File: src/hdl/cbm_pkg.sv
// Shared types and constants for the cartridge bank mapper with IRQ counter.
// Used by cbm_decode, cbm_irq and cartridge_bank_mapper_irq_unit; no dependencies.
package cbm_pkg;

    localparam logic [15:0] ADDR_MASK   = 16'hF003;
    localparam logic [15:0] ADDR_PRG_16K = 16'h8000;
    localparam logic [15:0] ADDR_PRG_8K  = 16'hC000;
    localparam logic [15:0] ADDR_MIRROR  = 16'hB003;
    localparam logic [15:0] ADDR_IRQ_LATCH = 16'hF000;
    localparam logic [15:0] ADDR_IRQ_CTRL  = 16'hF001;
    localparam logic [15:0] ADDR_IRQ_ACK   = 16'hF002;

    localparam logic [3:0] HI_SND_A = 4'h9;
    localparam logic [3:0] HI_SND_B = 4'hA;
    localparam logic [3:0] HI_SND_C = 4'hB;
    localparam logic [3:0] HI_CHR_LO = 4'hD;
    localparam logic [3:0] HI_CHR_HI = 4'hE;
    localparam logic [1:0] LO_UNUSED = 2'd3;

    localparam logic [7:0] COUNT_TOP = 8'hFF;

    typedef enum logic [2:0] {
        KIND_NONE   = 3'd0,
        KIND_PRG    = 3'd1,
        KIND_CHR    = 3'd2,
        KIND_MIRROR = 3'd3,
        KIND_SOUND  = 3'd4
    } t_map_kind;

    // Declared high field first so map_slot lands in bit 0 when packed.
    typedef struct packed {
        logic       irq_deferred;
        logic       irq_fire;
        logic [7:0] sound_data;
        logic [3:0] sound_reg;
        logic [1:0] mirror_mode;
        logic [1:0] map_span;
        logic [8:0] map_bank;
        logic [2:0] map_slot;
    } t_result;

    // One item handed from the input register to the IRQ logic.
    typedef struct packed {
        logic        step;
        logic        tick;
        logic [15:0] dec_addr;
        logic [7:0]  data;
    } t_irq_req;

endpackage

File: src/hdl/cbm_decode.sv
// Address decode of a CPU bus write into bank, mirroring and sound reports.
// Depends on cbm_pkg.
module cbm_decode (
    input  logic                i_tick,
    input  logic [15:0]         i_dec_addr,
    input  logic [7:0]          i_data,
    output cbm_pkg::t_map_kind  o_kind,
    output cbm_pkg::t_result    o_res
);

    logic [3:0] hi;
    logic [1:0] lo;
    logic [3:0] snd_base;

    assign hi = i_dec_addr[15:12];
    assign lo = i_dec_addr[1:0];

    always_comb begin
        case (hi)
            cbm_pkg::HI_SND_A: snd_base = 4'd0;
            cbm_pkg::HI_SND_B: snd_base = 4'd3;
            cbm_pkg::HI_SND_C: snd_base = 4'd6;
            default:           snd_base = 4'd0;
        endcase
    end

    always_comb begin
        o_kind = cbm_pkg::KIND_NONE;
        o_res  = '0;
        if (!i_tick) begin
            if (i_dec_addr == cbm_pkg::ADDR_PRG_16K) begin
                // two consecutive 8 KB banks starting at data*2
                o_kind         = cbm_pkg::KIND_PRG;
                o_res.map_slot = 3'd0;
                o_res.map_bank = {i_data, 1'b0};
                o_res.map_span = 2'd2;
            end else if (i_dec_addr == cbm_pkg::ADDR_PRG_8K) begin
                o_kind         = cbm_pkg::KIND_PRG;
                o_res.map_slot = 3'd2;
                o_res.map_bank = {1'b0, i_data};
                o_res.map_span = 2'd1;
            end else if (hi == cbm_pkg::HI_CHR_LO || hi == cbm_pkg::HI_CHR_HI) begin
                o_kind         = cbm_pkg::KIND_CHR;
                o_res.map_slot = {hi == cbm_pkg::HI_CHR_HI, lo};
                o_res.map_bank = {1'b0, i_data};
            end else if (i_dec_addr == cbm_pkg::ADDR_MIRROR) begin
                o_kind            = cbm_pkg::KIND_MIRROR;
                o_res.mirror_mode = i_data[3:2];
            end else if ((hi == cbm_pkg::HI_SND_A || hi == cbm_pkg::HI_SND_B
                          || hi == cbm_pkg::HI_SND_C) && lo != cbm_pkg::LO_UNUSED) begin
                o_kind           = cbm_pkg::KIND_SOUND;
                o_res.sound_reg  = snd_base + {2'b00, lo};
                o_res.sound_data = i_data;
            end
        end
    end

endmodule

File: src/hdl/cbm_irq.sv
// Scanline IRQ counter: latch, control, acknowledge and mode registers.
// Depends on cbm_pkg.
module cbm_irq (
    input  logic               i_clk,
    input  logic               i_rst_n,
    input  logic               i_cfg_wr_en,
    input  logic               i_cfg_wr_data,
    input  cbm_pkg::t_irq_req  i_req,
    output logic               o_fire,
    output logic               o_deferred
);

    logic       r_mode;
    logic [7:0] r_latch;
    logic [7:0] r_count;
    logic [1:0] r_ctrl;
    logic [7:0] n_latch;
    logic [7:0] n_count;
    logic [1:0] n_ctrl;
    logic       at_top;

    assign at_top     = (r_count == cbm_pkg::COUNT_TOP);
    assign o_fire     = i_req.step && i_req.tick && r_ctrl[1] && at_top;
    assign o_deferred = o_fire && r_mode;

    always_comb begin
        n_latch = r_latch;
        n_count = r_count;
        n_ctrl  = r_ctrl;
        if (i_req.step) begin
            if (i_req.tick) begin
                if (r_ctrl[1]) begin
                    n_count = at_top ? r_latch : r_count + 8'd1;
                end
            end else begin
                case (i_req.dec_addr)
                    cbm_pkg::ADDR_IRQ_LATCH: n_latch = i_req.data;
                    cbm_pkg::ADDR_IRQ_CTRL: begin
                        n_ctrl = i_req.data[1:0];
                        if (i_req.data[1]) begin
                            n_count = r_latch;
                        end
                    end
                    // acknowledge: enable follows enable-after-acknowledge
                    cbm_pkg::ADDR_IRQ_ACK: n_ctrl = {r_ctrl[0], r_ctrl[0]};
                    default: ;
                endcase
            end
        end
    end

    always_ff @(posedge i_clk) begin
        if (!i_rst_n) begin
            r_mode  <= 1'b0;
            r_latch <= '0;
            r_count <= '0;
            r_ctrl  <= '0;
        end else begin
            if (i_cfg_wr_en) begin
                r_mode <= i_cfg_wr_data;
            end
            r_latch <= n_latch;
            r_count <= n_count;
            r_ctrl  <= n_ctrl;
        end
    end

endmodule

File: src/hdl/cartridge_bank_mapper_irq_unit.sv
// Top level of the cartridge bank mapper with scanline IRQ counter.
// Depends on cbm_pkg, cbm_decode and cbm_irq.
//
// Input channel (s_axis): one word is a CPU bus write (tuser = 0, address and
// data in tdata) or a scanline tick (tuser = 1). Output channel (m_axis): one
// result word per input word; tuser carries the map kind, tdata the slot, bank,
// span, mirroring, sound register and IRQ flags.
// The IRQ mode bit is written through i_cfg_wr_en / i_cfg_wr_data; the user
// writes it only while idle, and the block itself does not enforce this.
// A word accepted on s_axis passes through two register stages, the input
// register and the result register, before its result is valid on m_axis.
// Throughput is one word per cycle while the receiver does not stall: an input
// register feeds shallow decode and counter logic into the result register,
// and the IRQ state is updated as a word moves across. When the receiver
// stalls, the result register holds and the input register still takes one
// more word; after that s_axis_tready drops until the result is taken. Reset
// clears both valid flags, the IRQ latch, counter, control and the mode bit.
module cartridge_bank_mapper_irq_unit (
    input  logic        i_clk,
    input  logic        i_rst_n,
    input  logic        i_cfg_wr_en,
    input  logic        i_cfg_wr_data,
    input  logic        i_s_axis_tvalid,
    output logic        o_s_axis_tready,
    // [15:0] bus_addr, [23:16] bus_data
    input  logic [23:0] i_s_axis_tdata,
    // [0] opcode
    input  logic        i_s_axis_tuser,
    output logic        o_m_axis_tvalid,
    input  logic        i_m_axis_tready,
    // [2:0] map_slot, [11:3] map_bank, [13:12] map_span, [15:14] mirror_mode,
    // [19:16] sound_reg, [27:20] sound_data, [28] irq_fire, [29] irq_deferred
    output logic [31:0] o_m_axis_tdata,
    // [2:0] map_kind
    output logic [2:0]  o_m_axis_tuser
);

    logic                r_in_valid;
    logic                r_in_tick;
    logic [15:0]         r_in_addr;
    logic [7:0]          r_in_data;
    logic                r_out_valid;
    cbm_pkg::t_map_kind  r_out_kind;
    cbm_pkg::t_result    r_out_res;

    logic                advance;
    logic                step;
    logic [15:0]         dec_addr;
    cbm_pkg::t_map_kind  dec_kind;
    cbm_pkg::t_result    dec_res;
    cbm_pkg::t_result    n_out_res;
    cbm_pkg::t_irq_req   irq_req;
    logic                irq_fire;
    logic                irq_deferred;

    assign advance         = !r_out_valid || i_m_axis_tready;
    assign step            = r_in_valid && advance;
    assign o_s_axis_tready = !r_in_valid || advance;
    assign dec_addr        = r_in_addr & cbm_pkg::ADDR_MASK;

    cbm_decode u_decode (
        .i_tick     (r_in_tick),
        .i_dec_addr (dec_addr),
        .i_data     (r_in_data),
        .o_kind     (dec_kind),
        .o_res      (dec_res)
    );

    assign irq_req.step     = step;
    assign irq_req.tick     = r_in_tick;
    assign irq_req.dec_addr = dec_addr;
    assign irq_req.data     = r_in_data;

    cbm_irq u_irq (
        .i_clk         (i_clk),
        .i_rst_n       (i_rst_n),
        .i_cfg_wr_en   (i_cfg_wr_en),
        .i_cfg_wr_data (i_cfg_wr_data),
        .i_req         (irq_req),
        .o_fire        (irq_fire),
        .o_deferred    (irq_deferred)
    );

    always_comb begin
        n_out_res              = dec_res;
        n_out_res.irq_fire     = irq_fire;
        n_out_res.irq_deferred = irq_deferred;
    end

    always_ff @(posedge i_clk) begin
        if (!i_rst_n) begin
            r_in_valid  <= 1'b0;
            r_out_valid <= 1'b0;
        end else begin
            if (o_s_axis_tready) begin
                r_in_valid <= i_s_axis_tvalid;
            end
            if (advance) begin
                r_out_valid <= r_in_valid;
            end
        end
    end

    always_ff @(posedge i_clk) begin
        if (i_s_axis_tvalid && o_s_axis_tready) begin
            r_in_tick <= i_s_axis_tuser;
            r_in_addr <= i_s_axis_tdata[15:0];
            r_in_data <= i_s_axis_tdata[23:16];
        end
        if (step) begin
            r_out_kind <= dec_kind;
            r_out_res  <= n_out_res;
        end
    end

    assign o_m_axis_tvalid = r_out_valid;
    assign o_m_axis_tdata  = {2'b00, r_out_res};
    assign o_m_axis_tuser  = r_out_kind;

endmodule

File: config.mk
export PLATFORM = sky130hd
export DESIGN_NAME = cartridge_bank_mapper_irq_unit
export DESIGN_NICKNAME = d
export VERILOG_FILES = /design/src/hdl/cbm_pkg.sv /design/src/hdl/cbm_decode.sv /design/src/hdl/cbm_irq.sv /design/src/hdl/cartridge_bank_mapper_irq_unit.sv
export SDC_FILE = /design/constraint.sdc
export NUM_CORES = 1
export LEC_CHECK = 0
export BUFFER_PORTS_ARGS = -buffer_cell sky130_fd_sc_hd__buf_2
export CAP_MARGIN = 20
export CORE_ASPECT_RATIO = 1.1
export CORE_MARGIN = 2
export CORE_UTILIZATION = 45
export CTS_CLUSTER_DIAMETER = 120
export CTS_CLUSTER_SIZE = 10
export DETAILED_ROUTE_END_ITERATION = 16
export GPL_TIMING_DRIVEN = 0
export PLACE_DENSITY = 0.74
export SYNTH_ARGS = -nofsm -noshare
export SYNTH_HDL_FRONTEND = slang
export SYNTH_SLANG_ARGS = --single-unit
File: constraint.sdc
create_clock -name i_clk -period 4.7 [get_ports i_clk]
set_input_delay 0.235 -clock i_clk [delete_from_list [all_inputs] [get_ports i_clk]]
set_output_delay 0.235 -clock i_clk [all_outputs]
set_load 0.005 [all_outputs]
### Word-level counts from Yosys, hierarchy flattened

Cells that the tools add are included.

| word-level totals | value |
|---|---|
| flip-flop bits (word level) | 79 |
| bits of input ports | 31 |
| output and inout port bits | 37 |

| operators by class | value |
|---|---|
| add/sub/neg operators | 2 |
| equal/unequal tests | 14 |
| mux-type cells | 16 |
| bitwise gates (word level) | 5 |
| reduce and logical (&&, ||, !) cells | 27 |

Operators with widths:

| operator | number |
|---|---|
| $mux W8 | 5 |
| $eq A6 B6 Y1 const B | 6 |
| $eq A4 B4 Y1 const B | 5 |
| $mux W14 | 1 |
| $mux W12 | 1 |
| $mux W11 | 1 |
| $reduce_or A5 Y1 | 2 |
| $add A8 B1 Y8 const B | 1 |
| $eq A8 B8 Y1 const B | 1 |
| $reduce_and A4 Y1 | 2 |
| $logic_and A1 B1 Y1 | 7 |
| $pmux W3 S2 | 1 |
| $reduce_and A3 Y1 | 2 |
| $reduce_bool A2 Y1 | 3 |
| $reduce_or A6 Y1 | 1 |
| $logic_or A1 B1 Y1 | 5 |
| $not A1 Y1 | 5 |
| $add A3 B2 Y4 | 1 |
| $mux W2 | 2 |
| $pmux W2 S2 | 1 |
| $reduce_or A4 Y1 | 1 |
| $mux W1 | 3 |
| $mux W3 | 1 |
| $reduce_or A3 Y1 | 1 |
| 4 further kinds | 5 |

### Logic depth before layout (Yosys ltp)

Gate-level depths: netlist (run 1).

| logic depth | value |
|---|---|
| depth in word-level cells | 9 |
| gate-level depth with buffers | 7 |
| mapped depth without buffers | 7 |

### Hierarchy

A second synthesis (run 1) with hierarchy kept.

| second synthesis, totals | value |
|---|---|
| cells, all modules | 252 |
| area, all modules | 3158.0 um2 |

By module, submodules not included:

| module | instances | cells each | area each (um2) |
|---|---|---|---|
| cartridge_bank_mapper_irq_unit | 1 | 60 | 1564.0 |
| cbm_irq | 1 | 126 | 1084.8 |
| cbm_decode | 1 | 66 | 509.2 |

### Worst setup path before layout (run 1)

Ideal clock, no wire load.

| timing | value |
|---|---|
| path kind | reg-to-reg |
| from | register r_out_valid, in the netlist o_m_axis_tvalid |
| to | register u_irq.r_latch[0] |
| library setup time | 0.128 ns |
| arrival time | 2.144 ns |
| setup slack | 2.428 ns |
| stages on the path, launching flop included | 7 |
| buffers on the path | 0 |
| cells stage by stage | dfxtp_1 nand2b_1 nand2_1 inv_1 nand4_1 mux2i_1 nor2_1 |

| between the ends | value |
|---|---|
| longest elaborated chain between the ends | 4 |

Ends and longest elaborated chain:

| what | RTL line | source |
|---|---|---|
| start: declaration | cartridge_bank_mapper_irq_unit.sv:42 | `logic r_out_valid;` |
| start signal: assignment | cartridge_bank_mapper_irq_unit.sv:99 | `r_out_valid <= r_in_valid;` |
| $logic_not A1 Y1 | cartridge_bank_mapper_irq_unit.sv:56 | `assign advance = !r_out_valid \|\| i_m_axis_tready;` |
| $logic_or A1 B1 Y1 | cartridge_bank_mapper_irq_unit.sv:56 |  |
| $logic_and A1 B1 Y1 | cartridge_bank_mapper_irq_unit.sv:57 | `assign step = r_in_valid && advance;` |
| $reduce_and A3 Y1 (no line) | - |  |
| end signal: assignment | cbm_irq.sv:62 | `r_latch <= n_latch;` |
| end: declaration | cbm_irq.sv:14 | `logic [7:0] r_latch;` |

Every way passes these cells.
A chain may end at the register's enable or synchronous reset.

### Final worst setup path (run 1)

| timing | value |
|---|---|
| from | register r_in_valid |
| to | register u_irq.r_latch[5] |

| between the ends | value |
|---|---|
| longest elaborated chain between the ends | 2 |

Ends and longest elaborated chain:

| what | RTL line | source |
|---|---|---|
| start: declaration | cartridge_bank_mapper_irq_unit.sv:38 | `logic r_in_valid;` |
| start signal: assignment | cartridge_bank_mapper_irq_unit.sv:96 | `r_in_valid <= i_s_axis_tvalid;` |
| $logic_and A1 B1 Y1 | cartridge_bank_mapper_irq_unit.sv:57 |  |
| $reduce_and A3 Y1 (no line) | - |  |

Every way passes these cells.

==> flow_metrics.tcl, run 1 <==
set metrics [dict create \
    wl_per_cell_um 13.68 \
    fmax_mhz 440.4 \
    regArea_mm2 0.001862 \
    hold_viol 0 \
    antenna_found_initial 0 \
    drive_above_1_share_pct 25.16 \
    min_period_ns 2.271 \
    pwr_density_cell_mw_per_mm2 339.0 \
    fin_cells 398 \
    arrival_ns 2.50 \
    yosys-top-cells-area "edfxtp_1 (49%), dfxtp_1 (14%), and2_1 (3.8%)" \
    syn-instance-count 245 \
    multi_input_area_um2 999.7 \
    synthFlopType "edfxtp_1" \
    synth_most_common_cell "edfxtp_1" \
    drv_cap 0 \
    die_w_um 81.01 \
    dp.cells 382 \
    routed_wl_mm 5.444 \
    yosysSeqAreaShare_pct 63.43 \
    gp_congestion 0.9262 \
    mappedNetlistArea_mm2 0.002935 \
    grt_pass1_wl_mm 8.707 \
    ios 68 \
    port_buffers 55 \
    netlist.area_leader.share_pct 49.10 \
    yosys.cell_types.count 40 \
    total_power_mw 1.193 \
    skew_ns 0.009285 \
    avgSynthCellArea_um2 11.98 \
    postCtsSetupBuffers 0 \
    synthTopCellsByCount "edfxtp_1 (48), dfxtp_1 (21), nor2_1 (21)" \
    ant_nets 0 \
    p_leak_nw 1.340 \
    syn_to_final_growth_pct 19.95 \
    htreeDepth 3 \
    fin_crit_sh_pct 48.31 \
    setup_slack_ns 2.429 \
    std_cell_rows 30 \
    utilization_pct 56.51 \
    fill_cells 562 \
    grt_max_degree 26 \
    clk_latency_ns 0.35 \
    crit_path_max_fanout 11 \
    cts_hold_buf 0 \
    hold_path.class "input port to flip-flop" \
    cts_tree "built" \
    tightest_slew_ns 0.7315 \
    placed_area_mm2 0.003342 \
    reg2reg_slack_ns 2.43 \
    first_pass_iters 4 \
    drtIter0Drc 141 \
    whs_ns 0.05934 \
    routed_via_density 5.151 \
    dieArea_mm2 0.007186 \
    worstSetupEndpointType "flip-flop" \
    setup_violations 0 \
    slew_headroom_pct 51.23 \
    cts-buffers-inserted 9 \
    final_nets 347 \
    synth-async-reset-ratio_pct 0 \
    clk_path_buf_depth 2 \
    ys_warn_count 0 \
    start_util_pct 47.11 \
    cts-resized-gates 0 \
    tns_ns 0 \
    cts_root_buffer "clkbuf_8" \
    ys_ff_latch 69 \
    synth_edf_count 48 \
    clk_pin_slew_ns 0.07 \
    fin_area_mm2 0.003521 \
    die_h_um 88.71 \
    cp-start-kind "flip-flop" \
    pre_cts_slack_ns 2.346 \
    report.final.slew_viol_count 0 \
    clkSinkCount 69 \
    grt_usage_pct 16.50 \
    worstPathRequired_ns 4.93 \
    overflow 0 \
    diodes 0 \
    yosysTopAreaCell "edfxtp_1" \
    fp.coreArea_mm2 0.006231 \
    dr_total_vias 2050 \
    dp_hpwl_mm 3.836 \
    grt_pass1_vias 1861 \
    grt_setup_unrepaired "false" \
    status "finished clean" \
    remaining_drc_errors 0 \
    critPathKind "flip-flop to flip-flop" \
    ir_worst_vdd_uv 166.6 \
]
-- metal layers --
layer	up-vias	part of all wire, %	track usage (%)
li1	1033	-	-
met1	933	42	20.05
met2	76	48	26.22
met3	8	7.6	5.204
met4	0	1.8	8.937
met5	-	0	0
-- power by group --
| group | total (mW) | internal [mW] | switching [mW] |
|---|---|---|---|
| combinational | 0.0757 | 0.0335 | 0.0422 |
| sequential | 0.688 | 0.675 | 0.0131 |
| clock | 0.430 | 0.217 | 0.212 |
-- cell families (layout without fill, tap and decap cells) --
logic type | count (synthesis) | after routing | synth area share (%)
fa+ha+maj | 3 | 3 | 1.534
buf+inv | 16 | 88 | 2.643
compound gates | 44 | 44 | 9.804
flops | 69 | 69 | 63.43
other cells | 1 | 2 | 0.1278
xor+xnor | 3 | 3 | 0.8953
mux | 11 | 11 | 3.751
simple gates | 98 | 98 | 17.82
-- registers in the layout (all words and copies together), names as in the netlist --
signal	flops
o_m_axis_tvalid	1
u_irq.r_ctrl	2
u_irq.r_latch	8
o_m_axis_tuser	3
o_m_axis_tdata	30
r_in_valid	1
r_in_tick	1
r_in_data	8
r_in_addr	6
u_irq.r_count	8
u_irq.r_mode	1
-- critical path, stage by stage (launching register included) --
cell     delay, ns
dfxtp_1       0.38
nand2_1       0.21
inv_1         0.52
nand4_1       0.63
mux2i_1       0.35
nor2_1        0.06
-- cell usage in the layout (no fill, tap or decap), types with 8 or more instances in the layout --
cell type,netlist,final
a21oi_1,10,10
and2_1,18,18
buf_2,2,57
clkbuf_8,0,11
dfxtp_1,21,21
edfxtp_1,48,48
mux2i_1,11,11
nand2_1,19,19
nand3_1,8,8
nor2_1,21,21
o21ai_0,12,12
-- worst paths after layout --
check        depth (start not counted)                          start                             to
max                                  5        r_in_valid$_SDFFE_PN0N_  u_irq.r_latch[5]$_SDFFE_PN0P_
min                                  1             i_s_axis_tdata[17]         r_in_data[1]$_DFFE_PP_
min reg2reg                          2  u_irq.r_latch[1]$_SDFFE_PN0P_  u_irq.r_count[1]$_SDFFE_PN0P_
max reg2reg                          5        r_in_valid$_SDFFE_PN0N_  u_irq.r_latch[5]$_SDFFE_PN0P_
-- cell type report --
type	instances	share of cell area (%)
plain buffers	9	1.457
clock buffers	12	4.407
clock inverters	4	0.6752
inverters	7	0.7463
multi-input cells	161	28.39
flip-flops and latches	69	52.88
well taps	80	2.843
repair buffers	56	8.600
Power figures use the tool's default switching activity.
==> run 2: changes to the inputs <==
PLACE_DENSITY = 0.76   (was 0.74)
clock period = 2 ns   (was 4.7 ns; I/O delays follow)
==> run 2 against run 1 <==
Effect of this change: global-route usage up 0.91 points; clock skew fell by 0.00073 ns; maximum frequency up 16%; final cell count up 6.5%; first-iteration DRC count is 50% higher; largest cell class unchanged.
==> flow_metrics.tcl, run 2 (synthesis results as in run 1) <==
set metrics [dict create \
    status "finished clean" \
    grt_pass1_vias 1939 \
    drv_cap 0 \
    largest_reg_flops 30 \
    tns_ns 0 \
    layout_common_cells "buf_2 (57), edfxtp_1 (48), dfxtp_1 (21)" \
    drive_above_1_share_pct 28.20 \
    gp_congestion 0.8851 \
    first_pass_iters 4 \
    antenna_found_initial 0 \
    grt_max_degree 19 \
    worstSetupEndpointType "flip-flop" \
    total_power_mw 2.790 \
    htreeDepth 3 \
    clk_pin_slew_ns 0.07 \
    diodes 0 \
    remaining_drc_errors 0 \
    ant_nets 0 \
    setup_violations 0 \
    critPathKind "flip-flop to flip-flop" \
    pwr_density_cell_mw_per_mm2 741.4 \
    crit_path_max_fanout 5 \
    report.final.slew_viol_count 0 \
    p_leak_nw 1.439 \
    min_period_ns 1.961 \
    fp.coreArea_mm2 0.006231 \
    arrival_ns 2.06 \
    fin_crit_sh_pct 98.05 \
    worstPathRequired_ns 2.10 \
    skew_ns 0.008558 \
    fmax_mhz 509.9 \
    cts_root_buffer "clkbuf_8" \
    clk_latency_ns 0.34 \
    cp-start-kind "flip-flop" \
    mostFrequentLayoutCell "buf_2" \
    dp_hpwl_mm 3.862 \
    dieArea_mm2 0.007186 \
    wl_per_cell_um 14.19 \
    die_w_um 81.01 \
    grt_pass1_wl_mm 9.225 \
    clk_path_buf_depth 2 \
    grt_usage_pct 17.41 \
    grt_setup_unrepaired "true" \
    die_h_um 88.71 \
    ios 68 \
    slew_headroom_pct 51.16 \
    routed_via_density 5.160 \
    cts-buffers-inserted 9 \
    drtIter0Drc 211 \
    start_util_pct 47.11 \
    overflow 0 \
    routed_wl_mm 6.016 \
    hold_path.class "input port to flip-flop" \
    dr_total_vias 2188 \
    final_nets 373 \
    ir_worst_vdd_uv 359.4 \
    clkSinkCount 69 \
    port_buffers 55 \
    cts_tree "built" \
    hold_viol 0 \
    syn_to_final_growth_pct 28.22 \
    tightest_slew_ns 0.7326 \
    std_cell_rows 30 \
]
run 2: worst paths after layout:
kind              depth (start not counted)                           from                               end  slack, ns
setup reg to reg                          6        r_in_addr[15]$_DFFE_PP_  o_m_axis_tdata[18]$_SDFFCE_PP0N_       0.04
setup / recovery                          6        r_in_addr[15]$_DFFE_PP_  o_m_axis_tdata[18]$_SDFFCE_PP0N_       0.04
hold / removal                            3                    i_cfg_wr_en         u_irq.r_mode$_SDFFE_PN0P_       0.01
hold reg to reg                           2  u_irq.r_latch[1]$_SDFFE_PN0P_     u_irq.r_count[1]$_SDFFE_PN0P_       0.48
run 2: critical path: stages (launching register included):
cell	delay (ns)
edfxtp_1	0.47
nor3b_4	0.20
nor2b_1	0.14
ha_1	0.20
fa_1	0.37
xor2_1	0.17
and2_1	0.16
run 2: cell type report:
| cell class | count | area [um2] |
|---|---|---|
| Timing Repair inverter | 1 | 7.507 |
| Multi-Input combinational cell | 161 | 1032 |
| Clock buffer | 9 | 123.9 |
| Clock inverter | 7 | 42.54 |
| Buffer | 9 | 52.55 |
| Inverter | 7 | 30.03 |
| Timing Repair Buffer | 81 | 513.0 |
| Sequential cell | 69 | 1862 |
| Tap cell | 80 | 100.1 |
| Fill cell | 514 | 2467 |
run 2: power by group:
group	internal [mW]	total, mW	switching [mW]
Clock	0.440	0.955	0.516
Sequential	1.59	1.62	0.0303
Combinational	0.104	0.219	0.115
run 2: per-stage QoR:
stage / setup slack, ns / instance area [um2] / util (%) / std cells / hold slack (ns)
after floorplan: 0.02857 / 2945 / - / 246 / 0.1989
after global placement: -0.3555 / 3321 / 53.29 / 381 / 0.2772
after detailed placement: -0.4799 / 3321 / 53.29 / 381 / 0.2783
after CTS: 0.01698 / 3684 / 59.12 / 417 / 0.01147
after global routing: -0.06117 / 3764 / 60.40 / 424 / 0.04028
final: 0.03895 / 3764 / 60.40 / 424 / 0.01317
run 2: routing by layer:
metal	track usage (%)	part of all wire [%]
met1	20.65	40
met2	29.30	50
met3	5.408	8.0
met4	7.396	1.7
met5	0	0
run 2: what timing repair did:
action	4_1_cts	5_1_grt
endpoints found under the setup margin	20	38
pin swaps	2	2
endpoints found under the hold margin	17	0
resized for setup	2	8
cloned	1	0
setup buffers	2	7
hold buffers	17	0
==> run 3: changes to the inputs <==
CELL_PAD_IN_SITES_DETAIL_PLACEMENT = 0   (was not set)
CELL_PAD_IN_SITES_GLOBAL_PLACEMENT = 2   (was not set)
CORE_UTILIZATION = 31   (was 45)
PLACE_DENSITY = 0.8   (was 0.76)
==> run 3 against run 2 <==
Effect of this change: count of clock-buffer cells in the layout did not move; sequential share of layout area decreased by 1.8 points; highest routed layer unchanged; core utilization shrank 18 points.
==> flow_metrics.tcl, run 3 (synthesis results as in run 1) <==
set metrics [dict create \
    status "finished clean" \
    slew_headroom_pct 48.72 \
    routed_via_density 4.603 \
    ant_nets 0 \
    hold_viol 0 \
    start_util_pct 31.54 \
    setup_violations 0 \
    mostFrequentLayoutCell "buf_2" \
    fin_crit_sh_pct 96.01 \
    syn_to_final_growth_pct 33.08 \
    grt_setup_unrepaired "true" \
    arrival_ns 2.02 \
    grt_max_degree 19 \
    total_power_mw 3.338 \
    clk_path_buf_depth 2 \
    grt_pass1_wl_mm 10.16 \
    utilization_pct 41.98 \
    drv_cap 0 \
    die_h_um 106.1 \
    cp_top_family "adder cells" \
    drtIter0Drc 99 \
    first_pass_iters 4 \
    reg2reg_from "r_in_addr[15]$_DFFE_PP_" \
    crit_start "r_in_addr[15]$_DFFE_PP_" \
    hold_path.class "input port to flip-flop" \
    dieArea_mm2 0.01026 \
    r2r_cells 6 \
    ios 68 \
    port_buffers 55 \
    placed_area_mm2 0.003367 \
    crit_path_max_fanout 5 \
    worstSetupEndpointType "flip-flop" \
    drive_above_1_share_pct 28.65 \
    hold_start "i_cfg_wr_en" \
    fp.coreArea_mm2 0.009305 \
    grt_pass1_vias 2041 \
    tns_ns 0 \
    pwr_density_cell_mw_per_mm2 854.4 \
    worstPathRequired_ns 2.10 \
    wl_per_cell_um 13.44 \
    fmax_mhz 520.8 \
    antenna_found_initial 0 \
    cts-buffers-inserted 9 \
    remaining_drc_errors 0 \
    dp_hpwl_mm 4.201 \
    min_period_ns 1.920 \
    slowest_delay_ns 0.46 \
    grt_usage_pct 12.47 \
    final_nets 371 \
    layout_common_cells "buf_2 (57), edfxtp_1 (48), dfxtp_1 (21)" \
    htreeDepth 3 \
    std_cell_rows 37 \
    crit_buf_inv 0 \
    p_leak_nw 1.481 \
    critPathKind "flip-flop to flip-flop" \
    cts_root_buffer "clkbuf_8" \
    hold_path_depth 3 \
    fin_area_mm2 0.003906 \
    tightest_slew_ns 0.7692 \
    clk_pin_slew_ns 0.08 \
    ir_worst_vdd_uv 310.5 \
    clkSinkCount 69 \
    dr_total_vias 2113 \
    cts_tree "built" \
    path_cells "nor3b_4, nor2b_4, ha_1, fa_1, xor2_1, and2_1" \
    dp.cells 418 \
    slowest_stage "edfxtp_1" \
    clk_latency_ns 0.34 \
    cp-start-kind "flip-flop" \
    largest_reg_flops 30 \
    diodes 0 \
    die_w_um 96.78 \
    fin_cells 459 \
    path_depth 6 \
    gp_congestion 0.8104 \
    skew_ns 0.004832 \
    overflow 0 \
    routed_wl_mm 6.167 \
    report.final.slew_viol_count 0 \
]
-- run 3: path summary, 6_finish.rpt --
check / slack, ns / endpoint
worst min-delay path: 0.02 / u_irq.r_mode$_SDFFE_PN0P_
worst min register to register: 0.50 / u_irq.r_mode$_SDFFE_PN0P_
worst max-delay path: 0.08 / o_m_axis_tdata[18]$_SDFFCE_PP0N_
worst max register to register: 0.08 / o_m_axis_tdata[18]$_SDFFCE_PP0N_
-- run 3: final cells by class --
class / count / area (um2)
Fill cell: 894 / 5399
Sequential cell: 69 / 1862
Multi-Input combinational cell: 161 / 1041
Timing Repair Buffer: 79 / 498.0
Tap cell: 117 / 146.4
Clock inverter: 7 / 145.1
Clock buffer: 9 / 123.9
Buffer: 9 / 52.55
Inverter: 7 / 30.03
Timing Repair inverter: 1 / 7.507
-- run 3: report_power, final --
part	total [mW]	internal (mW)	leakage [nW]	switching, mW
clock network	1.50	0.963	0.130	0.542
registers	1.62	1.59	0.611	0.0303
logic	0.217	0.105	0.739	0.113
-- run 3: per-stage QoR --
stage / hold slack (ns) / setup WS [ns]
after floorplan: 0.1989 / 0.02857
after global placement: 0.2781 / -0.4262
after detailed placement: 0.2786 / -0.4450
after CTS: 0.002661 / 0.009477
after global routing: 0.01036 / -0.02633
final: 0.01749 / 0.07989
-- run 3: routing by layer --
| metal | routed length (um) | vias up | GRT usage, % |
|---|---|---|---|
| met5 | 0 | - | 0 |
| met4 | 97 | 0 | 5.634 |
| met3 | 294 | 8 | 3.287 |
| met2 | 2937 | 50 | 19.54 |
| met1 | 2837 | 973 | 16.23 |
| li1 | - | 1082 | - |
-- run 3: what timing repair did --
item                                    4_1_cts  5_1_grt
gates resized for setup                       3        8
gates cloned                                  1        0
pin swaps                                     2        3
endpoints found under the setup margin       21       41
hold buffers                                 17        0
hold endpoints to repair                     17        0
buffers inserted                              2        5
-- run 3: tightest hold or removal path: cells and delay by family --
family,cells,cell delay (ns)
muxes,1,0.06
buffers and inverters,1,0.09
and+or+nand+nor,1,0.07
